[src/hdl/swsfd_pkg.sv]
`timescale 1ns / 1ps
`default_nettype none

package swsfd_pkg;

   typedef enum logic [1:0] {
      STATUS_OK      = 2'd0,
      STATUS_TIMEOUT = 2'd1,
      STATUS_ERROR   = 2'd2
   } status_type;

   typedef enum logic {
      ACTION_TICK  = 1'b0,
      ACTION_START = 1'b1
   } action_type;

   typedef enum logic [1:0] {
      CSR_BIT_ONE_THRESHOLD = 2'd0,
      CSR_TIMEOUT_TICKS     = 2'd1,
      CSR_MIN_CHANGES       = 2'd2
   } csr_index_type;

   typedef struct packed {
      status_type         status;
      logic [15:0]        humidity_tenths;
      logic signed [15:0] temperature_tenths;
   } frame_result_type;

   localparam logic [6:0] TOTAL_CHANGES     = 7'd85;
   localparam logic [6:0] DATA_START_CHANGE = 7'd4;
   localparam logic [6:0] CHANGES_MAX       = 7'd127;
   localparam logic [5:0] FRAME_BITS_LEN    = 6'd40;
   localparam logic [7:0] TICKS_MAX         = 8'd255;

   localparam logic [7:0] RESET_BIT_ONE_THRESHOLD = 8'd9;
   localparam logic [7:0] RESET_TIMEOUT_TICKS     = 8'd250;
   localparam logic [6:0] RESET_MIN_CHANGES       = 7'd80;

endpackage

`default_nettype wire

[src/hdl/swsfd_req_if.sv]
`timescale 1ns / 1ps
`default_nettype none

interface swsfd_req_if;
   logic valid;
   logic ready;
   logic action;
   logic line_level;

   modport source (output valid, output action, output line_level, input ready);
   modport sink (input valid, input action, input line_level, output ready);
endinterface

`default_nettype wire

[src/hdl/swsfd_rsp_if.sv]
`timescale 1ns / 1ps
`default_nettype none

interface swsfd_rsp_if;
   logic               valid;
   logic               ready;
   logic [1:0]         status;
   logic [15:0]        humidity_tenths;
   logic signed [15:0] temperature_tenths;

   modport source (output valid, output status, output humidity_tenths,
                   output temperature_tenths, input ready);
   modport sink (input valid, input status, input humidity_tenths,
                 input temperature_tenths, output ready);
endinterface

`default_nettype wire

[src/hdl/swsfd_frame_check.sv]
`timescale 1ns / 1ps
`default_nettype none

module swsfd_frame_check import swsfd_pkg::*; (
   input  wire logic [39:0]     frame,
   input  wire logic [5:0]      bit_count,
   output frame_result_type     result
);

   logic [7:0]  byte0;
   logic [7:0]  byte1;
   logic [7:0]  byte2;
   logic [7:0]  byte3;
   logic [7:0]  byte4;
   logic [7:0]  checksum;
   logic [15:0] magnitude;

   assign byte0     = frame[39:32];
   assign byte1     = frame[31:24];
   assign byte2     = frame[23:16];
   assign byte3     = frame[15:8];
   assign byte4     = frame[7:0];
   assign checksum  = byte0 + byte1 + byte2 + byte3;
   assign magnitude = {1'b0, byte2[6:0], byte3};

   always_comb begin
      if ((bit_count >= FRAME_BITS_LEN) && (byte4 == checksum)) begin
         result.status          = STATUS_OK;
         result.humidity_tenths = {byte0, byte1};
         if (byte2[7]) begin
            result.temperature_tenths = 16'(-magnitude);
         end else begin
            result.temperature_tenths = magnitude;
         end
      end else begin
         result.status             = STATUS_ERROR;
         result.humidity_tenths    = '0;
         result.temperature_tenths = '0;
      end
   end

endmodule

`default_nettype wire

[src/hdl/single_wire_sensor_frame_decoder_top.sv]
// Single-wire sensor frame decoder.
// The req_bus channel carries one transaction per line sample: action selects
// a tick (with line_level) or the start of a new measurement. The rsp_bus
// channel carries one transaction when a measurement ends: status, humidity
// and signed temperature in tenths.
// The csr_ port writes the bit threshold, the timeout length and the minimum
// change count; the user must write it only while the block is idle, and the
// block itself does not enforce this. An accepted transaction is held in an
// input register, where the run state is updated and the end of the frame is
// checked; a result is then registered in the output register. One transaction
// is accepted in every cycle while the receiver does not stall; the rate is set
// by the single input register feeding the single output register.
// Reset clears the run state, loads the register defaults and empties both
// registers. When the receiver stalls, a result waits in the output register
// and the transaction in the input register waits behind it, whether or not it
// gives a result; the input side stalls once the input register is full and
// resumes in the cycle in which the waiting result is taken.
`timescale 1ns / 1ps
`default_nettype none

module single_wire_sensor_frame_decoder_top import swsfd_pkg::*; (
   input  wire logic       clock,
   input  wire logic       reset,
   swsfd_req_if.sink       req_bus,
   swsfd_rsp_if.source     rsp_bus,
   input  wire logic       csr_write_enable,
   input  wire logic [1:0] csr_index,
   input  wire logic [7:0] csr_write_data
);

   logic [7:0] threshold_ff;
   logic [7:0] timeout_ff;
   logic [6:0] min_changes_ff;

   logic req_valid_ff, req_valid_in;
   logic action_ff;
   logic line_level_ff;

   logic        busy_ff, busy_in;
   logic        previous_level_ff, previous_level_in;
   logic [7:0]  level_ticks_ff, level_ticks_in;
   logic [6:0]  change_count_ff, change_count_in;
   logic [5:0]  bit_count_ff, bit_count_in;
   logic [39:0] frame_bits_ff, frame_bits_in;

   logic             rsp_valid_ff, rsp_valid_in;
   frame_result_type rsp_data_ff, rsp_data_in;

   logic             advance;
   logic             produce;
   logic [7:0]       ticks_sat;
   logic [6:0]       changes_sat;
   frame_result_type check_result;

   assign advance       = req_valid_ff && (!rsp_valid_ff || rsp_bus.ready);
   assign req_bus.ready = !req_valid_ff || advance;

   always_ff @(posedge clock) begin
      if (reset) begin
         threshold_ff   <= RESET_BIT_ONE_THRESHOLD;
         timeout_ff     <= RESET_TIMEOUT_TICKS;
         min_changes_ff <= RESET_MIN_CHANGES;
      end else if (csr_write_enable) begin
         case (csr_index)
            CSR_BIT_ONE_THRESHOLD: threshold_ff   <= csr_write_data;
            CSR_TIMEOUT_TICKS:     timeout_ff     <= csr_write_data;
            CSR_MIN_CHANGES:       min_changes_ff <= csr_write_data[6:0];
            default: ;
         endcase
      end
   end

   always_comb begin
      req_valid_in = req_valid_ff;
      if (req_bus.valid && req_bus.ready) begin
         req_valid_in = 1'b1;
      end else if (advance) begin
         req_valid_in = 1'b0;
      end
   end

   always_ff @(posedge clock) begin
      if (reset) begin
         req_valid_ff <= 1'b0;
      end else begin
         req_valid_ff <= req_valid_in;
      end
   end

   always_ff @(posedge clock) begin
      if (req_bus.valid && req_bus.ready) begin
         action_ff     <= req_bus.action;
         line_level_ff <= req_bus.line_level;
      end
   end

   assign ticks_sat   = (level_ticks_ff == TICKS_MAX) ? TICKS_MAX : level_ticks_ff + 8'd1;
   assign changes_sat = (change_count_ff == CHANGES_MAX) ? CHANGES_MAX
                                                         : change_count_ff + 7'd1;

   always_comb begin
      busy_in           = busy_ff;
      previous_level_in = previous_level_ff;
      level_ticks_in    = level_ticks_ff;
      change_count_in   = change_count_ff;
      bit_count_in      = bit_count_ff;
      frame_bits_in     = frame_bits_ff;
      produce           = 1'b0;
      rsp_data_in       = check_result;
      if (advance) begin
         if (action_ff == ACTION_START) begin
            busy_in           = 1'b1;
            previous_level_in = 1'b1;
            level_ticks_in    = '0;
            change_count_in   = '0;
            bit_count_in      = '0;
            frame_bits_in     = '0;
         end else if (busy_ff) begin
            if (line_level_ff == previous_level_ff) begin
               level_ticks_in = ticks_sat;
               if (ticks_sat >= timeout_ff) begin
                  busy_in = 1'b0;
                  produce = 1'b1;
                  if (change_count_ff < min_changes_ff) begin
                     rsp_data_in.status             = STATUS_TIMEOUT;
                     rsp_data_in.humidity_tenths    = '0;
                     rsp_data_in.temperature_tenths = '0;
                  end
               end
            end else begin
               previous_level_in = line_level_ff;
               if ((change_count_ff >= DATA_START_CHANGE) && !line_level_ff
                   && (bit_count_ff < FRAME_BITS_LEN)) begin
                  frame_bits_in = {frame_bits_ff[38:0], (level_ticks_ff >= threshold_ff)};
                  bit_count_in  = bit_count_ff + 6'd1;
               end
               level_ticks_in  = '0;
               change_count_in = changes_sat;
               if (changes_sat >= TOTAL_CHANGES) begin
                  busy_in = 1'b0;
                  produce = 1'b1;
               end
            end
         end
      end
   end

   swsfd_frame_check u_frame_check (
      .frame     (frame_bits_in),
      .bit_count (bit_count_in),
      .result    (check_result)
   );

   always_ff @(posedge clock) begin
      if (reset) begin
         busy_ff           <= 1'b0;
         previous_level_ff <= 1'b1;
         level_ticks_ff    <= '0;
         change_count_ff   <= '0;
         bit_count_ff      <= '0;
         frame_bits_ff     <= '0;
      end else begin
         busy_ff           <= busy_in;
         previous_level_ff <= previous_level_in;
         level_ticks_ff    <= level_ticks_in;
         change_count_ff   <= change_count_in;
         bit_count_ff      <= bit_count_in;
         frame_bits_ff     <= frame_bits_in;
      end
   end

   always_comb begin
      rsp_valid_in = rsp_valid_ff;
      if (produce) begin
         rsp_valid_in = 1'b1;
      end else if (rsp_bus.ready) begin
         rsp_valid_in = 1'b0;
      end
   end

   always_ff @(posedge clock) begin
      if (reset) begin
         rsp_valid_ff <= 1'b0;
      end else begin
         rsp_valid_ff <= rsp_valid_in;
      end
   end

   always_ff @(posedge clock) begin
      if (produce) begin
         rsp_data_ff <= rsp_data_in;
      end
   end

   assign rsp_bus.valid              = rsp_valid_ff;
   assign rsp_bus.status             = rsp_data_ff.status;
   assign rsp_bus.humidity_tenths    = rsp_data_ff.humidity_tenths;
   assign rsp_bus.temperature_tenths = rsp_data_ff.temperature_tenths;

   assert property (@(posedge clock) disable iff (reset)
      rsp_valid_ff && (rsp_data_ff.status != STATUS_OK)
         |-> (rsp_data_ff.humidity_tenths == '0) && (rsp_data_ff.temperature_tenths == '0))
      else $error("Failed result carries non-zero readings.");

   assert property (@(posedge clock) disable iff (reset)
      bit_count_ff <= FRAME_BITS_LEN)
      else $error("Frame bit count has passed forty.");

   assert property (@(posedge clock) disable iff (reset)
      produce |-> busy_ff && (action_ff == ACTION_TICK) ##1 !busy_ff && rsp_valid_ff)
      else $error("Result produced outside a running measurement.");

   assert property (@(posedge clock) disable iff (reset)
      rsp_valid_ff && !rsp_bus.ready |-> !produce)
      else $error("Result overwritten while the receiver stalls.");

endmodule

`default_nettype wire

[src/flat_wrapper.sv]
// flat-port wrapper written by rule: the top's interface ports become plain ports
module single_wire_sensor_frame_decoder_top_flat import swsfd_pkg::*;
  (clock, reset, csr_write_enable, csr_index, csr_write_data, req_bus_valid, req_bus_action, req_bus_line_level, req_bus_ready, rsp_bus_valid, rsp_bus_status, rsp_bus_humidity_tenths, rsp_bus_temperature_tenths, rsp_bus_ready);
  swsfd_req_if req_bus_i ();
  swsfd_rsp_if rsp_bus_i ();
  input  wire logic clock;
  input  wire logic reset;
  input  wire logic csr_write_enable;
  input  wire logic [1:0] csr_index;
  input  wire logic [7:0] csr_write_data;
  input wire logic [$bits(req_bus_i.valid)-1:0] req_bus_valid;
  input wire logic [$bits(req_bus_i.action)-1:0] req_bus_action;
  input wire logic [$bits(req_bus_i.line_level)-1:0] req_bus_line_level;
  output wire logic [$bits(req_bus_i.ready)-1:0] req_bus_ready;
  output wire logic [$bits(rsp_bus_i.valid)-1:0] rsp_bus_valid;
  output wire logic [$bits(rsp_bus_i.status)-1:0] rsp_bus_status;
  output wire logic [$bits(rsp_bus_i.humidity_tenths)-1:0] rsp_bus_humidity_tenths;
  output wire logic [$bits(rsp_bus_i.temperature_tenths)-1:0] rsp_bus_temperature_tenths;
  input wire logic [$bits(rsp_bus_i.ready)-1:0] rsp_bus_ready;
  assign req_bus_i.valid = req_bus_valid;
  assign req_bus_i.action = req_bus_action;
  assign req_bus_i.line_level = req_bus_line_level;
  assign req_bus_ready = req_bus_i.ready;
  assign rsp_bus_valid = rsp_bus_i.valid;
  assign rsp_bus_status = rsp_bus_i.status;
  assign rsp_bus_humidity_tenths = rsp_bus_i.humidity_tenths;
  assign rsp_bus_temperature_tenths = rsp_bus_i.temperature_tenths;
  assign rsp_bus_i.ready = rsp_bus_ready;
  single_wire_sensor_frame_decoder_top u_core (.clock(clock), .reset(reset), .req_bus(req_bus_i), .rsp_bus(rsp_bus_i), .csr_write_enable(csr_write_enable), .csr_index(csr_index), .csr_write_data(csr_write_data));
endmodule
[config.mk]
export PLATFORM = sky130hd
export DESIGN_NAME = single_wire_sensor_frame_decoder_top_flat
export DESIGN_NICKNAME = d
export VERILOG_FILES = /design/src/hdl/swsfd_pkg.sv /design/src/hdl/swsfd_req_if.sv /design/src/hdl/swsfd_rsp_if.sv /design/src/hdl/swsfd_frame_check.sv /design/src/hdl/single_wire_sensor_frame_decoder_top.sv /design/src/flat_wrapper.sv
export SDC_FILE = /design/constraint.sdc
export NUM_CORES = 1
export LEC_CHECK = 0
export ABC_CLOCK_PERIOD_IN_PS = 11730
export BUFFER_PORTS_ARGS = -buffer_cell sky130_fd_sc_hd__clkbuf_2
export CAP_MARGIN = 20
export CORE_MARGIN = 2
export CORE_UTILIZATION = 55
export CTS_CLUSTER_SIZE = 30
export DETAILED_ROUTE_END_ITERATION = 12
export PLACE_DENSITY = 0.77
export SKIP_LAST_GASP = 1
export SLEW_MARGIN = 20
export SYNTH_ARGS = -nofsm -noshare
export SYNTH_HDL_FRONTEND = slang
export SYNTH_SLANG_ARGS = --single-unit
export TNS_END_PERCENT = 100
[constraint.sdc]
create_clock -name clock -period 11.73 [get_ports clock]
set_input_delay 1.173 -clock clock [delete_from_list [all_inputs] [get_ports clock]]
set_output_delay 1.173 -clock clock [all_outputs]
set_load 0.01 [all_outputs]
### After elaboration in Yosys (flattened, before gate mapping)

Index checks and enable logic that the tools add are counted.

* add/sub/neg operators: 7
* $lt $le $gt $ge: 7
* equal/unequal tests: 7
* multiplexer cells: 44
* reduce and logical (&&, ||, !) cells: 19

Operators with widths (count)
* 2-to-1 mux 34 bit: 7
* 2-to-1 mux 40 bit: 5
* 2-to-1 mux 8 bit: 4
* 2-to-1 mux 6 bit: 5
* 2-to-1 mux 7 bit: 4
* adder 8 bit: 3
* 2-to-1 mux 1 bit: 18
* >= comparator 8 bit: 2
* 2-to-1 mux 16 bit: 1
* negation 15 -> 16 bit: 1
* adder 8 x 1 -> 8 bit, second input constant: 1
* equality test 8 bit: 1
* equality test 8 bit, second input constant: 1
* AND reduction 2 bit: 4
* adder 7 x 1 -> 7 bit, second input constant: 1
* equality test 7 bit, second input constant: 1
* >= comparator 7 x 3 -> 1 bit, second input constant: 1
* >= comparator 7 bit, second input constant: 1
* less-than comparator 7 bit: 1
* adder 6 x 1 -> 6 bit, second input constant: 1
* >= comparator 6 bit, second input constant: 1
* less-than comparator 6 bit, second input constant: 1
* nonzero test 2 bit: 3
* logical AND 1 bit: 5
* other kinds (8): 11

* bits in registers: 124
* input port bits: 17
* output and inout bits: 36
* logic and storage cells: 100

### Logic depth before layout (Yosys ltp)

* depth after elaboration: 20
* mapped depth: 26
* gate-level depth less buffers: 21

### By module

Synthesis repeated with hierarchy kept, for this count alone.

* cells, all modules: 774
* area, all modules: 7135.6 um^2

Modules (own cells, without submodules)
* single_wire_sensor_frame_decoder_top: times used 1, cells an instance 619, area an instance 5859.4 um^2, sequential area each 2842.7 um^2
* swsfd_frame_check: times used 1, cells an instance 155, area an instance 1276.2 um^2, sequential area each 0.0 um^2

### Worst setup path before layout

No wires, ideal clock.

* kind: input to register
* from: input rsp_bus_ready
* to: register u_core.rsp_data_ff, in the netlist u_core.rsp_bus.temperature_tenths[10], data pin
* arrival: 6148 ps
* setup slack: 5432 ps
* stages: 25
* path through: nand2b_1 > nand3_1 > nor2_1 > buf_2 > buf_1 > buf_2 > mux2i_1 > or2_2 > inv_1 > fa_1 > inv_1 > fa_1 > inv_1 > ha_1 > fa_1 > a21oi_1 > nor2b_1 > nor2_1 > xor2_1 > xnor2_1 > o311ai_1 > or4_1 > buf_2 > buf_6 > nor3_2

RTL lines
* start, declared: RTL line flat_wrapper.sv:19 `input wire logic [$bits(rsp_bus_i.ready)-1:0] rsp_bus_ready;`
* end signal, assigned: RTL line single_wire_sensor_frame_decoder_top.sv:191 `rsp_data_ff <= rsp_data_in;`
* end, declared: RTL line single_wire_sensor_frame_decoder_top.sv:47 `frame_result_type rsp_data_ff, rsp_data_in;`

==> results.sh <==
export IMPL_status="complete, no violations"
export IMPL_r2r_slack_ns=5.43
export IMPL_mostFrequentLayoutCells="98 x nor2_1, 88 x dfxtp_1, 70 x nand2_1, 54 x inv_1, 52 x clkbuf_2"
export IMPL_crit_fanout=38
export IMPL_post_cts_buffers=0
export IMPL_ios=53
export IMPL_rsz0062_at_grt="false"
export IMPL_path_buf_inv=5
export IMPL_rr_worst_depth=16
export IMPL_p_leak_nw=3.57
export IMPL_grt_ovfl_total=0
export IMPL_drt_wl_total_um=16200
export IMPL_route_vias_total=5762
export IMPL_max_stage_delay_ns=1.08
export IMPL_arrival_ns=6.99
export IMPL_timing_worst_setup_path_type="primary input to flop"
export IMPL_regArea_um2=2840
export IMPL_antenna_found_initial=0
export IMPL_cts_tree="yes"
export IMPL_cp_top_family="simple AND/OR/NAND/NOR gates"
export IMPL_n_fill_cell=1016
export IMPL_gr_usage_all_layers_pct=24.1
export IMPL_drt_pass1_iterations=5
export IMPL_end_kind="flop"
export IMPL_synthArstFlopShare_pct=0
export IMPL_htree_levels=4
export IMPL_clock_path_buffers=2
export IMPL_syn_num_nets=850
export IMPL_port_buffers=52
export IMPL_synth_area_leaders="dfxtp_1 25%, edfxtp_1 15%, ha_1 6.1%"
export IMPL_numCtsBuffers=17
export IMPL_min_period_ns=6.82
export IMPL_n_antenna_cell=0
export IMPL_hp_class="flop to flop"
export IMPL_crit_required_ns=11.91
export IMPL_drt_iter0_drc=414
export IMPL_clock_sinks=124
export IMPL_synth_seq_cells=124
export IMPL_drcViolationCount=0
export IMPL_clock_latency_ns=0.43
export IMPL_core_area_um2=12700
export IMPL_syn_avg_cell_area_um2=9.16
export IMPL_routedWlPerCell_um=16.1
export IMPL_fin_crit_sh_pct=58.1
export IMPL_max_vdd_ir_drop_mv=0.0927
export IMPL_dieArea_um2=14000
export IMPL_start_util_pct=56.7
export IMPL_die_h_um=118
export IMPL_yosysTopAreaCellShare_pct=24.5
export IMPL_syn_to_final_growth_pct=12.9
export IMPL_tightest_slew_ns=1.05
export IMPL_final_common_cell="nor2_1"
export IMPL_netlist_cell_type_count=70
export IMPL_ys_warnings_count=0
export IMPL_clock_root_buffer="clkbuf_16"
export IMPL_cts_resized=0
export IMPL_grt_pass1_wl_um=27100
export IMPL_multi_input_area_um2=3960
export IMPL_crit_chain="clkbuf_2 > nand2b_1 > nand3_1 > nor2_2 > buf_4 > mux2i_1 > or2_2 > inv_1 > fa_1 > inv_1 > fa_1 > inv_1 > ha_1 > fa_1 > a21oi_1 > nor2b_1 > nor2_1 > xor2_1 > xnor2_1 > o311ai_1 > or4_2 > o21a_1"
export IMPL_via_per_inst=5.73
export IMPL_power_total_mw=0.995
export IMPL_fin_nets=887
export IMPL_setup_violations=0
export IMPL_dp_hpwl_um=11500
export IMPL_syn_inst=784
export IMPL_detail_route_antenna_nets=0
export IMPL_grt_max_degree=74
export IMPL_drv_max_cap_violation_count=0
export IMPL_final_layout_size_suffix_gt1_share_pct=17.5
export IMPL_final_hold_viol_count=0
export IMPL_clock_skew_ns=0.0131
export IMPL_synth_edf_count=36
export IMPL_relSlewSlack_pct=29.8
export IMPL_crit_slowest_cell="or4_2"
export IMPL_ctsHoldBuffers=0
export IMPL_syn_area_um2=7180
export IMPL_clk_pin_slew_ns=0.05
export IMPL_row_count=41
export IMPL_synth_top_cell_by_area="dfxtp_1"
export IMPL_hold_depth=2
export IMPL_max_freq_mhz=147
export IMPL_place_congestion=0.930
export IMPL_grt_pass1_vias=5612
export IMPL_cp_depth=22
export IMPL_powerDensity_nw_per_um2=123
export IMPL_synth_ff_type="dfxtp_1"
export IMPL_cp_start_kind="primary input"
export IMPL_setup_tns_ns=0
export IMPL_seq_area_frac_synth_pct=39.6
export IMPL_slew_viol_final=0
export IMPL_die_w_um=118
[report_power, final]
group,internal (mW),switching [mW]
clock,0.329,0.189
sequential,0.443,0.00305
combinational,0.0106,0.0209
total,0.783,0.213
[Yosys cell counts, types with 5 or more instances]
cell type	number
nand2_1	70
nor3_1	12
and3_1	5
fa_1	14
a22oi_1	9
dfxtp_1	88
nor2b_1	9
a21oi_1	49
nand2b_1	11
xor2_1	20
buf_2	9
nand3b_1	5
nor3_2	30
clkbuf_1	23
xnor2_1	20
nor2_1	100
ha_1	35
a211o_1	11
a31oi_1	8
o21ai_0	28
or2_2	13
inv_1	54
edfxtp_1	36
nand3_1	16
a21o_1	5
mux2i_1	33
[sequential cells by signal (all words and copies together), names as in the netlist]
name,count
u_core.rsp_bus.status,2
u_core.rsp_bus.humidity_tenths,16
u_core.bit_count_ff,6
u_core.change_count_ff,7
u_core.busy_ff,1
u_core.level_ticks_ff,8
u_core.previous_level_ff,1
u_core.rsp_bus.temperature_tenths,16
u_core.action_ff,1
u_core.min_changes_ff,7
u_core.threshold_ff,8
u_core.frame_bits_ff,40
u_core.line_level_ff,1
u_core.rsp_bus.valid,1
u_core.req_valid_ff,1
u_core.timeout_ff,8
[kinds of logic after synthesis]
group	Yosys count	synth area share, %
and+or+nand+nor	292	21.4
AOI/OAI and AO/OA	151	13.8
DFF	124	39.6
buffers and inverters	94	5.61
adders and majority gates	49	10.0
xor gates and xnor gates	40	4.88
muxes	34	4.76
[path summary, 6_finish.rpt]
kind                                                start                       end
worst min-delay path                 u_core.timeout_ff[0]      u_core.timeout_ff[0]
worst min register to register       u_core.timeout_ff[0]      u_core.timeout_ff[0]
worst max-delay path                        rsp_bus_ready  u_core.rsp_bus.status[1]
worst max register to register  u_core.change_count_ff[4]  u_core.rsp_bus.status[1]
[per-stage QoR]
stage / utilization (%) / hold WS (ns) / instance area (um2) / worst slack (ns) / std cells
6_report: 64.0 / 0.474 / 8110 / 4.91 / 1006
5_1_grt: 64.0 / 0.508 / 8110 / 4.59 / 1006
4_1_cts: 63.9 / 0.477 / 8100 / 4.98 / 1006
3_5_place_dp: 59.4 / 0.468 / 7520 / 4.57 / 974
3_3_place_gp: 59.4 / 0.452 / 7520 / 4.86 / 974
2_1_floorplan: - / 0.436 / 7180 / 5.43 / 784
[tightest hold or removal path, cell delays in order (launching register included)]
cell and delay [ns]:
dfxtp_1 0.31, nand2_1 0.06, a21oi_1 0.05
[layout make-up]
type	count	area share [%]
Sequential cell	124	35.1
Clock buffer	18	5.29
Multi-Input combinational cell	566	48.8
Tap cell	172	2.65
Inverter	54	2.50
Clock inverter	14	1.88
Timing Repair Buffer	58	3.77
[layer usage]
metal / up-vias / wire length [um] / GRT usage (%)
li1: 2787 / - / -
met1: 2731 / 6910 / 28.8
met2: 195 / 7920 / 40.9
met3: 49 / 845 / 6.03
met4: 0 / 536 / 10.6
met5: - / 0 / 0
(Power assumes the default switching activity.)
